`config.mk`:
```
export PLATFORM = sky130hd
export DESIGN_NAME = lru_page_replacement
export DESIGN_NICKNAME = d
export VERILOG_FILES = /design/src/rtl/lru_pkg.sv /design/src/rtl/lru_cell.sv /design/src/rtl/lru_page_replacement.sv
export VERILOG_INCLUDE_DIRS = /design/src /design/src/rtl
export SDC_FILE = /design/constraint.sdc
export NUM_CORES = 1
export LEC_CHECK = 0
export BUFFER_PORTS_ARGS = -buffer_cell sky130_fd_sc_hd__buf_2
export CORE_ASPECT_RATIO = 1.25
export CORE_MARGIN = 5
export CORE_UTILIZATION = 49
export CTS_BUF_LIST = sky130_fd_sc_hd__clkbuf_2 sky130_fd_sc_hd__clkbuf_4 sky130_fd_sc_hd__clkbuf_8
export DETAILED_ROUTE_END_ITERATION = 7
export PLACE_DENSITY = 0.72
export SLEW_MARGIN = 5
export SYNTH_ARGS = -nofsm -noshare
export SYNTH_HDL_FRONTEND = slang
export SYNTH_SLANG_ARGS = --single-unit
export TNS_END_PERCENT = 50
```
`constraint.sdc`:
```
create_clock -name clk_i -period 6.05 [get_ports clk_i]
set_input_delay 0.605 -clock clk_i [delete_from_list [all_inputs] [get_ports clk_i]]
set_output_delay 0.605 -clock clk_i [all_outputs]
set_load 0.02 [all_outputs]
```
`src/rtl/lru_page_replacement_assert.svh`:
```
// Assertion macros used by the page replacement top level.
`ifndef LRU_PAGE_REPLACEMENT_ASSERT_SVH
`define LRU_PAGE_REPLACEMENT_ASSERT_SVH

// Same-cycle implication, checked on every rising clock edge outside reset.
`define LRU_ASSERT_IMP(lbl, ante, cons) \
  lbl: assert property (@(posedge clk_i) disable iff (!rst_ni) (ante) |-> (cons)) \
    else $error("lru_page_replacement: assertion failed");

// Next-cycle implication, checked on every rising clock edge outside reset.
`define LRU_ASSERT_NXT(lbl, ante, cons) \
  lbl: assert property (@(posedge clk_i) disable iff (!rst_ni) (ante) |=> (cons)) \
    else $error("lru_page_replacement: assertion failed");

`endif

```
`src/rtl/lru_pkg.sv`:
```
// Shared constants and types for the page replacement block.
`default_nettype none

package lru_pkg;

  // Default sizes handed to the top-level parameters.
  localparam int unsigned MaxFramesDef = 32;
  localparam int unsigned PageBitsDef  = 16;

  // Fixed field widths, reset and minimum values.
  localparam int unsigned CfgW         = 6;
  localparam int unsigned FaultW       = 32;
  localparam int unsigned FrameRstVal  = 4;
  localparam int unsigned FrameMinVal  = 2;

  // Command broadcast from the top level to every cell of the row.
  typedef struct packed {
    logic step;   // A request is being applied this cycle.
    logic evict;  // Miss with the row full: every cell shifts down.
  } lru_cmd_t;

endpackage

`default_nettype wire

```
`src/rtl/lru_cell.sv`:
```
// One cell of the recency row: holds one resident page and shifts it downwards.
`default_nettype none

module lru_cell #(
  parameter int unsigned Idx      = 0,
  parameter int unsigned PageBits = 16,
  parameter int unsigned CntW     = 6
) (
  input  wire logic                 clk_i,
  input  wire lru_pkg::lru_cmd_t    cmd_i,
  input  wire logic [CntW-1:0]      count_i,
  input  wire logic [CntW-1:0]      wr_pos_i,
  input  wire logic [PageBits-1:0]  page_i,
  input  wire logic [PageBits-1:0]  upper_i,
  input  wire logic                 seen_i,
  output logic                      seen_o,
  output logic [PageBits-1:0]       entry_o
);
  import lru_pkg::*;

  logic [PageBits-1:0] entry_q, entry_d;
  logic                occupied;
  logic                match;
  logic                shift;
  logic                load;

  // The entry is meaningful only below the fill count.
  assign occupied = count_i > CntW'(Idx);
  assign match    = occupied && (entry_q == page_i);

  // Hit flag ripples upwards: this cell and all above it close the gap.
  assign seen_o = seen_i | match;

  assign shift = cmd_i.step && (cmd_i.evict || seen_o);
  assign load  = cmd_i.step && (wr_pos_i == CntW'(Idx));

  // The new most-recent page wins over the shift from the neighbour.
  always_comb begin
    entry_d = entry_q;
    if (load) begin
      entry_d = page_i;
    end else if (shift) begin
      entry_d = upper_i;
    end
  end

  always_ff @(posedge clk_i) begin
    entry_q <= entry_d;
  end

  assign entry_o = entry_q;

endmodule

`default_nettype wire

```
`src/rtl/lru_page_replacement.sv`:
```
// Top level of the least-recently-used page replacement block.
// Usage: each request on the input channel (in_valid_i / in_ready_o) carries one
// page number. Every request gives exactly one result on the output channel
// (out_valid_o / out_ready_i): hit, fault, evicted page (zero without a fault),
// occupancy after the request and the saturating fault total.
// A request accepted at a clock edge has its result in the output register after
// that edge. Throughput is one request per cycle while the receiver does not
// stall; the compare and shift run across the row of
// MAX_FRAMES cells, which all compare against the page in parallel.
// The frame count register is written through cfg_we_i / cfg_wdata_i; the user
// must write it only while the block is idle (not enforced). Values below two
// act as two, above MAX_FRAMES as MAX_FRAMES. Reset empties the row (fill count
// zero), clears the fault total and sets the frame count to four. Cell contents
// need no clearing: only cells below the fill count are compared or evicted.
// When the receiver stalls, the result stays in the output register and no
// further request is taken until it has been delivered.
`default_nettype none

module lru_page_replacement #(
  parameter int unsigned MAX_FRAMES = lru_pkg::MaxFramesDef,
  parameter int unsigned PAGE_BITS  = lru_pkg::PageBitsDef,
  parameter int unsigned CNT_W      = $clog2(MAX_FRAMES + 1)
) (
  input  wire logic                        clk_i,
  input  wire logic                        rst_ni,
  input  wire logic                        cfg_we_i,
  input  wire logic [lru_pkg::CfgW-1:0]    cfg_wdata_i,
  input  wire logic                        in_valid_i,
  output logic                             in_ready_o,
  input  wire logic [PAGE_BITS-1:0]        page_number_i,
  output logic                             out_valid_o,
  input  wire logic                        out_ready_i,
  output logic                             hit_o,
  output logic                             fault_o,
  output logic [PAGE_BITS-1:0]             evicted_page_o,
  output logic [CNT_W-1:0]                 occupancy_o,
  output logic [lru_pkg::FaultW-1:0]       fault_count_o
);
  import lru_pkg::*;

  `include "lru_page_replacement_assert.svh"

  localparam int unsigned LimW = (CNT_W > CfgW) ? CNT_W : CfgW;

  logic [CfgW-1:0]      frame_count_q;
  logic [CNT_W-1:0]     count_q, count_d;
  logic [FaultW-1:0]    fault_total_q, fault_total_d;
  logic                 out_valid_q, out_valid_d;
  logic                 hit_q, fault_q;
  logic [PAGE_BITS-1:0] evicted_q;

  logic                 accept;
  logic [LimW-1:0]      fc_ext, limit;
  logic                 full;
  logic                 hit;
  logic                 evict;
  logic [CNT_W-1:0]     wr_pos;
  lru_cmd_t             cmd;

  logic [PAGE_BITS-1:0] entry [MAX_FRAMES];
  logic [PAGE_BITS-1:0] upper [MAX_FRAMES];
  logic [MAX_FRAMES:0]  seen;

  // Output register parts the two channels.
  assign in_ready_o = !out_valid_q || out_ready_i;
  assign accept     = in_valid_i && in_ready_o;

  // Clamp the frame count into its legal range.
  assign fc_ext = LimW'(frame_count_q);
  always_comb begin
    limit = fc_ext;
    if (fc_ext < LimW'(FrameMinVal)) begin
      limit = LimW'(FrameMinVal);
    end else if (fc_ext > LimW'(MAX_FRAMES)) begin
      limit = LimW'(MAX_FRAMES);
    end
  end
  assign full = LimW'(count_q) >= limit;

  // Row of cells; the hit flag ripples from the least recent end upwards.
  assign seen[0] = 1'b0;
  for (genvar g = 0; g < MAX_FRAMES; g++) begin : g_cell
    if (g == MAX_FRAMES - 1) begin : g_top
      assign upper[g] = '0;
    end else begin : g_mid
      assign upper[g] = entry[g+1];
    end
    lru_cell #(
      .Idx      (g),
      .PageBits (PAGE_BITS),
      .CntW     (CNT_W)
    ) u_cell (
      .clk_i    (clk_i),
      .cmd_i    (cmd),
      .count_i  (count_q),
      .wr_pos_i (wr_pos),
      .page_i   (page_number_i),
      .upper_i  (upper[g]),
      .seen_i   (seen[g]),
      .seen_o   (seen[g+1]),
      .entry_o  (entry[g])
    );
  end

  assign hit   = seen[MAX_FRAMES];
  assign evict = !hit && full;

  assign cmd.step  = accept;
  assign cmd.evict = evict;

  // The new page goes to the most-recent end of the row.
  assign wr_pos = (hit || evict) ? (count_q - CNT_W'(1)) : count_q;

  // Fill count and fault total.
  always_comb begin
    count_d       = count_q;
    fault_total_d = fault_total_q;
    if (accept) begin
      if (!hit && !full) begin
        count_d = count_q + CNT_W'(1);
      end
      if (evict && (fault_total_q != {FaultW{1'b1}})) begin
        fault_total_d = fault_total_q + FaultW'(1);
      end
    end
  end

  // Result valid flag.
  always_comb begin
    out_valid_d = out_valid_q;
    if (accept) begin
      out_valid_d = 1'b1;
    end else if (out_ready_i) begin
      out_valid_d = 1'b0;
    end
  end

  // Control state and configuration.
  always_ff @(posedge clk_i or negedge rst_ni) begin
    if (!rst_ni) begin
      frame_count_q <= CfgW'(FrameRstVal);
      count_q       <= '0;
      fault_total_q <= '0;
      out_valid_q   <= 1'b0;
    end else begin
      if (cfg_we_i) begin
        frame_count_q <= cfg_wdata_i;
      end
      count_q       <= count_d;
      fault_total_q <= fault_total_d;
      out_valid_q   <= out_valid_d;
    end
  end

  // Result payload.
  always_ff @(posedge clk_i) begin
    if (accept) begin
      hit_q     <= hit;
      fault_q   <= evict;
      evicted_q <= evict ? entry[0] : '0;
    end
  end

  assign out_valid_o    = out_valid_q;
  assign hit_o          = hit_q;
  assign fault_o        = fault_q;
  assign evicted_page_o = evicted_q;
  assign occupancy_o    = count_q;
  assign fault_count_o  = fault_total_q;

  // A result is never both a hit and a fault.
  `LRU_ASSERT_IMP(a_hit_xor_fault, out_valid_q, !(hit_q && fault_q))
  // The fill count never exceeds the number of cells.
  `LRU_ASSERT_IMP(a_count_bound, 1'b1, count_q <= CNT_W'(MAX_FRAMES))
  // An eviction leaves the occupancy unchanged.
  `LRU_ASSERT_NXT(a_evict_keeps_count, accept && evict, count_q == $past(count_q))
  // The fault total never decreases.
  `LRU_ASSERT_NXT(a_fault_monotonic, 1'b1, fault_total_q >= $past(fault_total_q))

endmodule

`default_nettype wire
```
# Yosys cells after proc, flatten, opt, wreduce, memory -nomap -nowiden
# Index checks and enable logic that the tools add are counted.
dict set report op_classes {
  n_reduce_logical 172
  n_lt_le_gt_ge 35
  mux 69
  n_addsub 3
  eq_ne 64
  bitwise_logic 31
}
# operator count
set ops {}
lappend ops {{16-bit two-way mux} 64}
lappend ops {{16-bit == test} 32}
lappend ops {{1-bit logical AND} 100}
lappend ops {{6-bit by 5-bit == test with 1-bit output (second input constant)} 16}
lappend ops {{6-bit by 5-bit > comparator with 1-bit output (second input constant)} 16}
lappend ops {{2-bit nonzero test} 33}
lappend ops {{6-bit by 4-bit == test with 1-bit output (second input constant)} 8}
lappend ops {{6-bit by 4-bit > comparator with 1-bit output (second input constant)} 8}
lappend ops {{1-bit logical OR} 33}
lappend ops {{32-bit by 1-bit adder with 32-bit output (second input constant)} 1}
lappend ops {{32-bit != test (second input constant)} 1}
lappend ops {{1-bit bitwise OR} 31}
lappend ops {{6-bit by 3-bit == test with 1-bit output (second input constant)} 4}
lappend ops {{6-bit by 3-bit > comparator with 1-bit output (second input constant)} 4}
lappend ops {{6-bit two-way mux} 3}
lappend ops {{6-bit by 2-bit == test with 1-bit output (second input constant)} 2}
lappend ops {{6-bit by 1-bit > comparator with 1-bit output (second input constant)} 2}
lappend ops {{6-bit by 2-bit > comparator with 1-bit output (second input constant)} 2}
lappend ops {{6-bit by 1-bit adder with 6-bit output (second input constant)} 1}
lappend ops {{6-bit by 1-bit == test with 1-bit output (second input constant)} 1}
lappend ops {{6-bit >= comparator} 1}
lappend ops {{6-bit > comparator (second input constant)} 1}
lappend ops {{6-bit logical NOT} 1}
lappend ops {{6-bit by 2-bit < comparator with 1-bit output (second input constant)} 1}
lappend ops {{other kinds (4)} 8}
dict set report totals {
  inputBits 27
  ff_bits 575
  wordCells 413
  output_inout_bits 58
}

# Logic depth before layout (Yosys ltp)
dict set report depth {
  ltp_word 40
  mapped_depth 19
  ltp_nobuf 15
}

# Modules after synthesis
# From an unflattened synthesis, not the netlist that was laid out.
dict set report hier_totals {
  hier_cells 2364
  area_unflattened_um2 33462.1
}
# mod cells_each instances area_each_um2 seq_area_each_um2
set modules_own_cells {}
lappend modules_own_cells {lru_page_replacement 263 1 3031.7 1667.8}
lappend modules_own_cells {{lru_cell (g_cell[25].u_cell ...)} 64 3 960.9 480.5}
lappend modules_own_cells {{lru_cell (g_cell[4].u_cell ...)} 64 2 973.4 480.5}
lappend modules_own_cells {{lru_cell (g_cell[17].u_cell ...)} 64 2 970.9 480.5}
lappend modules_own_cells {{lru_cell (g_cell[20].u_cell ...)} 64 2 965.9 480.5}
lappend modules_own_cells {{lru_cell (g_cell[24].u_cell ...)} 63 2 964.7 480.5}
lappend modules_own_cells {{lru_cell (g_cell[18].u_cell)} 65 1 974.7 480.5}
lappend modules_own_cells {{lru_cell (g_cell[2].u_cell)} 65 1 973.4 480.5}
lappend modules_own_cells {{lru_cell (g_cell[0].u_cell)} 65 1 970.9 480.5}
lappend modules_own_cells {{lru_cell (g_cell[26].u_cell)} 66 1 969.7 480.5}
lappend modules_own_cells {{lru_cell (g_cell[10].u_cell)} 66 1 967.2 480.5}
lappend modules_own_cells {{lru_cell (g_cell[29].u_cell)} 63 1 967.2 480.5}
lappend modules_own_cells {{lru_cell (g_cell[12].u_cell)} 66 1 963.4 480.5}
lappend modules_own_cells {{lru_cell (g_cell[21].u_cell)} 65 1 962.2 480.5}
lappend modules_own_cells {{+13 rows} n/a n/a n/a n/a}

# Worst setup path before layout
# Ideal clock, no wire load.
dict set report synth_timing {
  kind {reg2reg}
  from {register count_q[0], in the netlist occupancy_o[0]}
  to {register g_cell[17].u_cell.entry_q[0] (enable)}
  setup_ps 411
  period_less_slack_ps 4794
  t_arrival_ps 4382
  required_time_ps 5639
  slack_ps 1256
  path_stages_with_launch 16
  path_buffers 4
  path_cell_list {dfrtp_1 -> clkbuf_1 -> inv_1 -> ha_1 -> clkbuf_1 -> inv_1 -> o21ai_0 -> a2111oi_0 -> a211o_1 -> a2111oi_2 -> nand3b_4 -> buf_6 -> o41ai_4 -> nand2_4 -> buf_6 -> o21ai_0}
}
dict set report synth_via {
  elab_chain_cells 40
  elab_cells_between_ends 106
  classes_between {add/sub: 1; order compare: 33; eq/ne: 1; mux: 1; bitwise: 31; reduce/logical: 39}
}
# element line
set synth_rtl {}
lappend synth_rtl {{start, declared} lru_page_replacement.sv:46} ;# logic [CNT_W-1:0] count_q, count_d;
lappend synth_rtl {{start signal, assigned} lru_page_replacement.sv:149} ;# count_q <= count_d;
lappend synth_rtl {{6-bit by 1-bit > comparator with 1-bit output} lru_cell.sv:28} ;# assign occupied = count_i > CntW'(Idx);
lappend synth_rtl {{1-bit logical AND} lru_cell.sv:29} ;# assign match = occupied && (entry_q == page_i);
lappend synth_rtl {{1-bit bitwise OR (31 in a row)} lru_cell.sv:32} ;# assign seen_o = seen_i | match;
lappend synth_rtl {{1-bit logical NOT} lru_page_replacement.sv:106} ;# assign evict = !hit && full;
lappend synth_rtl {{1-bit logical AND} lru_page_replacement.sv:106}
lappend synth_rtl {{1-bit logical OR} lru_page_replacement.sv:112} ;# assign wr_pos = (hit || evict) ? (count_q - CNT_W'(1)) : count_q;
lappend synth_rtl {{6-bit two-way mux} lru_page_replacement.sv:112}
lappend synth_rtl {{6-bit by 5-bit == test with 1-bit output} lru_cell.sv:35} ;# assign load = cmd_i.step && (wr_pos_i == CntW'(Idx));
lappend synth_rtl {{1-bit logical AND} lru_cell.sv:35}
lappend synth_rtl {{2-bit nonzero test (no line) (*)} n/a}
lappend synth_rtl {{end signal, assigned} lru_cell.sv:48} ;# entry_q <= entry_d;
lappend synth_rtl {{end, declared} lru_cell.sv:21} ;# logic [PageBits-1:0] entry_q, entry_d;
# Every way passes the cells marked *; elsewhere a longest branch is shown, timed or not.
# A chain may end at the register's enable or synchronous reset.

# Worst setup path in the final report
dict set report layout_timing {
  from {register count_q[0], in the netlist occupancy_o[0]}
  to {register g_cell[15].u_cell.entry_q[2] (enable)}
}
dict set report layout_via {
  elab_chain_cells 40
  elab_cells_between_ends 106
  classes_between {add/sub: 1; order compare: 33; eq/ne: 1; mux: 1; bitwise: 31; reduce/logical: 39}
}
# element line
set layout_rtl {}
lappend layout_rtl {{6-bit by 1-bit > comparator with 1-bit output} lru_cell.sv:28}
lappend layout_rtl {{1-bit logical AND} lru_cell.sv:29}
lappend layout_rtl {{1-bit bitwise OR (31 in a row)} lru_cell.sv:32}
lappend layout_rtl {{1-bit logical NOT} lru_page_replacement.sv:106}
lappend layout_rtl {{1-bit logical AND} lru_page_replacement.sv:106}
lappend layout_rtl {{1-bit logical OR} lru_page_replacement.sv:112}
lappend layout_rtl {{6-bit two-way mux} lru_page_replacement.sv:112}
lappend layout_rtl {{6-bit by 4-bit == test with 1-bit output} lru_cell.sv:35}
lappend layout_rtl {{1-bit logical AND} lru_cell.sv:35}
lappend layout_rtl {{2-bit nonzero test (no line) (*)} n/a}
lappend layout_rtl {{end signal, assigned} lru_cell.sv:48}
lappend layout_rtl {{end, declared} lru_cell.sv:21}
# Marks and branches as above.

==> run metrics <==
area growth from synthesis to layout 9.815%; first-pass GRT wire length about 120,000 um; Core ar. between 60,000 and 70,000 um^2; commonest non-fill, non-tap cell in the layout edfxtp_1; Final ANT Viol Nets 0; Setup crit end kind flop; area occupied by multi-input gates ~14,000 um^2; Post-synth ARST share under 10%; Routed WL per cell between 20 and 25 um; P_leak roughly 0.013 uW; Clock Pin Slew Worst Setup and Hold Paths 0.06 ns; port bufs 84; Final Hold Viols 0; IO Pins 85; fillers between 5,000 and 6,000; CTS hold repair buffers 0; share of cells above drive strength 1 about a third; reg-to-reg endpoint g_cell[15].u_cell.entry_o[2]; RSZ-0062 raised after global routing false; DPL Wire Length 54,180 um; initial core utilization about half; worst rel slew slack about a quarter; CTS tree built; postcts setup bufs 0; Yosys cell types 80; GRT Overall Usage 21.87%; TritonCTS Buffers around 90; vias in the first global route slightly above 20,000; status completed; Final setup viols 0; Reg area between 15,000 and 20,000 um^2; clk_skew 0.03571 ns; die height around 300 um; worst-skew pair later-pin latency roughly 0.70 ns; number of DRC markers in iteration 0 roughly 1,600; grt ovf 0; Synth Register Bits between 500 and 600; worst setup path start occupancy_o[0]; Seq/Total Area, Yosys 52.66%; fmax approximately 0.18 GHz; PD cells 380.5 nW/um^2; Max-cap violations 0; min-delay worst type in -> async; Worst EP arrival 6.07 ns; nets 2,540; most frequent cells in the layout 530 x edfxtp_1, 436 x mux2_2, 292 x xor2_1; Critical Path RT 6.42 ns; EDFF count, synth 530; Final min period ~5.7 ns; CTS sink count 575; kind of critical path reg -> reg; R2R setup slack 0.35 ns; Synth Warn # 0; RePlAce Congestion roughly 0.93; clk buf depth 3; CP Max Fanout 23; Synth Flop Type edfxtp_1; Synth Area per Inst approximately 13 um^2; Vias/cell about 5.8; synthesized instance count ~2,400; Finished Layout Cells between 3,000 and 4,000; Routed WL between 70,000 and 80,000 um; CTS Root Cell clkbuf_8; Syn Nets between 2,000 and 2,500; DIE AREA around 71,000 um^2; Rows ~110; 1st-pass router iterations 5; final slew viol count 0; Die Width approximately 240 um; worst r2r path cells 14; worst setup path end g_cell[15].u_cell.entry_o[2]; # DRC 0; Vias around 20,000; Worst-Margin Slew approximately 1.1 ns; initial antenna violation count 1; Max VDD drop 0.1703 mV; Tcrit/Tclk final 94.26%; Mapped Area 32,370 um^2; H-tree lvl count 3; dpl cells approximately 3,300; largest net degree at the start of global routing 53; setup_tns 0 ns; RR Startpoint occupancy_o[0]; Worst setup SP type flop
[cells by family (layout without fill, tap and decap cells)]
family / count (synthesis) / count (layout) / synth area share [%]
fa+ha+maj: 11 / 11 / 0.4252
buf+inv: 188 / 351 / 3.085
simple gates: 474 / 474 / 8.524
xor+xnor: 549 / 549 / 14.86
compound gates: 112 / 112 / 2.575
flops: 575 / 575 / 52.66
other cells: 0 / 1 / 0
mux: 503 / 503 / 17.88
[routing by layer]
metal	routed length [um]	vias to the layer above	GRT usage (%)	part of all wire, %
met5	0	-	0	0
met4	2579	0	7.838	3.2
met3	4720	172	3.412	5.9
met2	40050	722	37.55	50
met1	32510	10010	28.11	41
li1	-	9085	-	-
[critical path, stage by stage, from the launching register on]
cell       delay [ns]
dfrtp_1          0.37
inv_1            0.32
ha_2             0.50
nor2_1           0.34
a21o_1           0.26
a21oi_1          0.14
a2bb2oi_1        0.35
nand2_1          0.14
a2111oi_2        0.62
nand3b_4         0.41
mux2i_1          0.26
nor2_1           0.59
nand3_2          0.55
o21ai_1          0.22
buf_4            0.28
[where the power goes]
| part | switching [uW] | internal (uW) | leakage (uW) |
|---|---|---|---|
| Clock | 1580 | 1820 | 0.000968 |
| Sequential | 561 | 5610 | 0.00544 |
| Combinational | 2390 | 1570 | 0.00617 |
| Total | 4520 | 9000 | 0.0126 |
[sequential cells by signal (all words and copies together) (netlist names)]
register and cells:
evicted_page_o 16, fault_count_o 32, fault_o 1, fc_ext 6
g_cell.u_cell.entry_o 512, hit_o 1, occupancy_o 6, out_valid_o 1
[timing repair]
item / CTS / global route
gates resized for setup: 0 / 1
endpoints found under the setup margin: 0 / 65
endpoints found under the hold margin: 0 / 0
[final cells by class]
type,count,area share (%)
flip-flops and latches,575,47.95
multi-input cells,1649,40.32
clock buffers,118,4.182
repair buffers,177,3.471
well taps,856,3.013
clock inverters,48,0.9681
inverters,8,0.08449
diodes,1,0.007041
[synth_stat cells (all sizes together), types with 5 or more instances]
| cell type | number | share of area [%] |
|---|---|---|
| and3 | 34 | 0.66 |
| nor2 | 44 | 0.56 |
| xnor2 | 257 | 7.0 |
| a21o | 13 | 0.30 |
| dfrtp | 44 | 3.4 |
| clkbuf | 67 | 0.78 |
| o21bai | 5 | 0.12 |
| nand4 | 70 | 1.4 |
| inv | 7 | 0.081 |
| nor2b | 5 | 0.097 |
| nand3b | 7 | 0.20 |
| ha | 11 | 0.43 |
| a211oi | 6 | 0.15 |
| or3 | 7 | 0.14 |
| buf | 113 | 2.2 |
| a31oi | 5 | 0.097 |
| nor3 | 26 | 0.40 |
| nand2b | 12 | 0.23 |
| nand3 | 39 | 0.66 |
| and4 | 7 | 0.19 |
| or2 | 5 | 0.097 |
| o21ai | 40 | 0.65 |
| edfxtp | 530 | 49 |
| xor2 | 292 | 7.9 |
| mux2 | 502 | 18 |
| and2 | 30 | 0.58 |
| nand2 | 79 | 1.1 |
| nor4 | 91 | 1.8 |
| a21oi | 13 | 0.20 |
[worst min-delay path by stage]
stage / cells after the start / end / from / slack [ns]
floorplan: 0 / fault_count_o[0] / rst_ni / 0.31
global route: 2 / out_valid_o / in_valid_i / 0.12
finish: 1 / fault_count_o[24] / rst_ni / 0.13
CTS: 3 / fc_ext[5] / cfg_wdata_i[5] / 0.09
detailed placement: 1 / fault_count_o[11] / fault_count_o[11] / 0.48
global placement: 1 / fault_count_o[11] / fault_count_o[11] / 0.48
[through the flow]
| stage | util, % | instance area [um^2] | power [uW] | worst slack, ns | hold WS, ns |
|---|---|---|---|---|---|
| 2_1_floorplan | - | 32370 | 8878 | 1.256 | 0.3094 |
| 3_3_place_gp | 51.42 | 33710 | 10040 | 0.2877 | 0.4771 |
| 3_5_place_dp | 51.42 | 33710 | 10120 | 0.2772 | 0.4819 |
| 4_1_cts | 54.21 | 35540 | 13550 | 0.2493 | 0.08875 |
| 5_1_grt | 54.22 | 35540 | 14100 | 0.1939 | 0.1212 |
| 6_report | 54.22 | 35540 | 13520 | 0.3473 | 0.1302 |
Note: power is estimated with default switching activity, not from simulation.
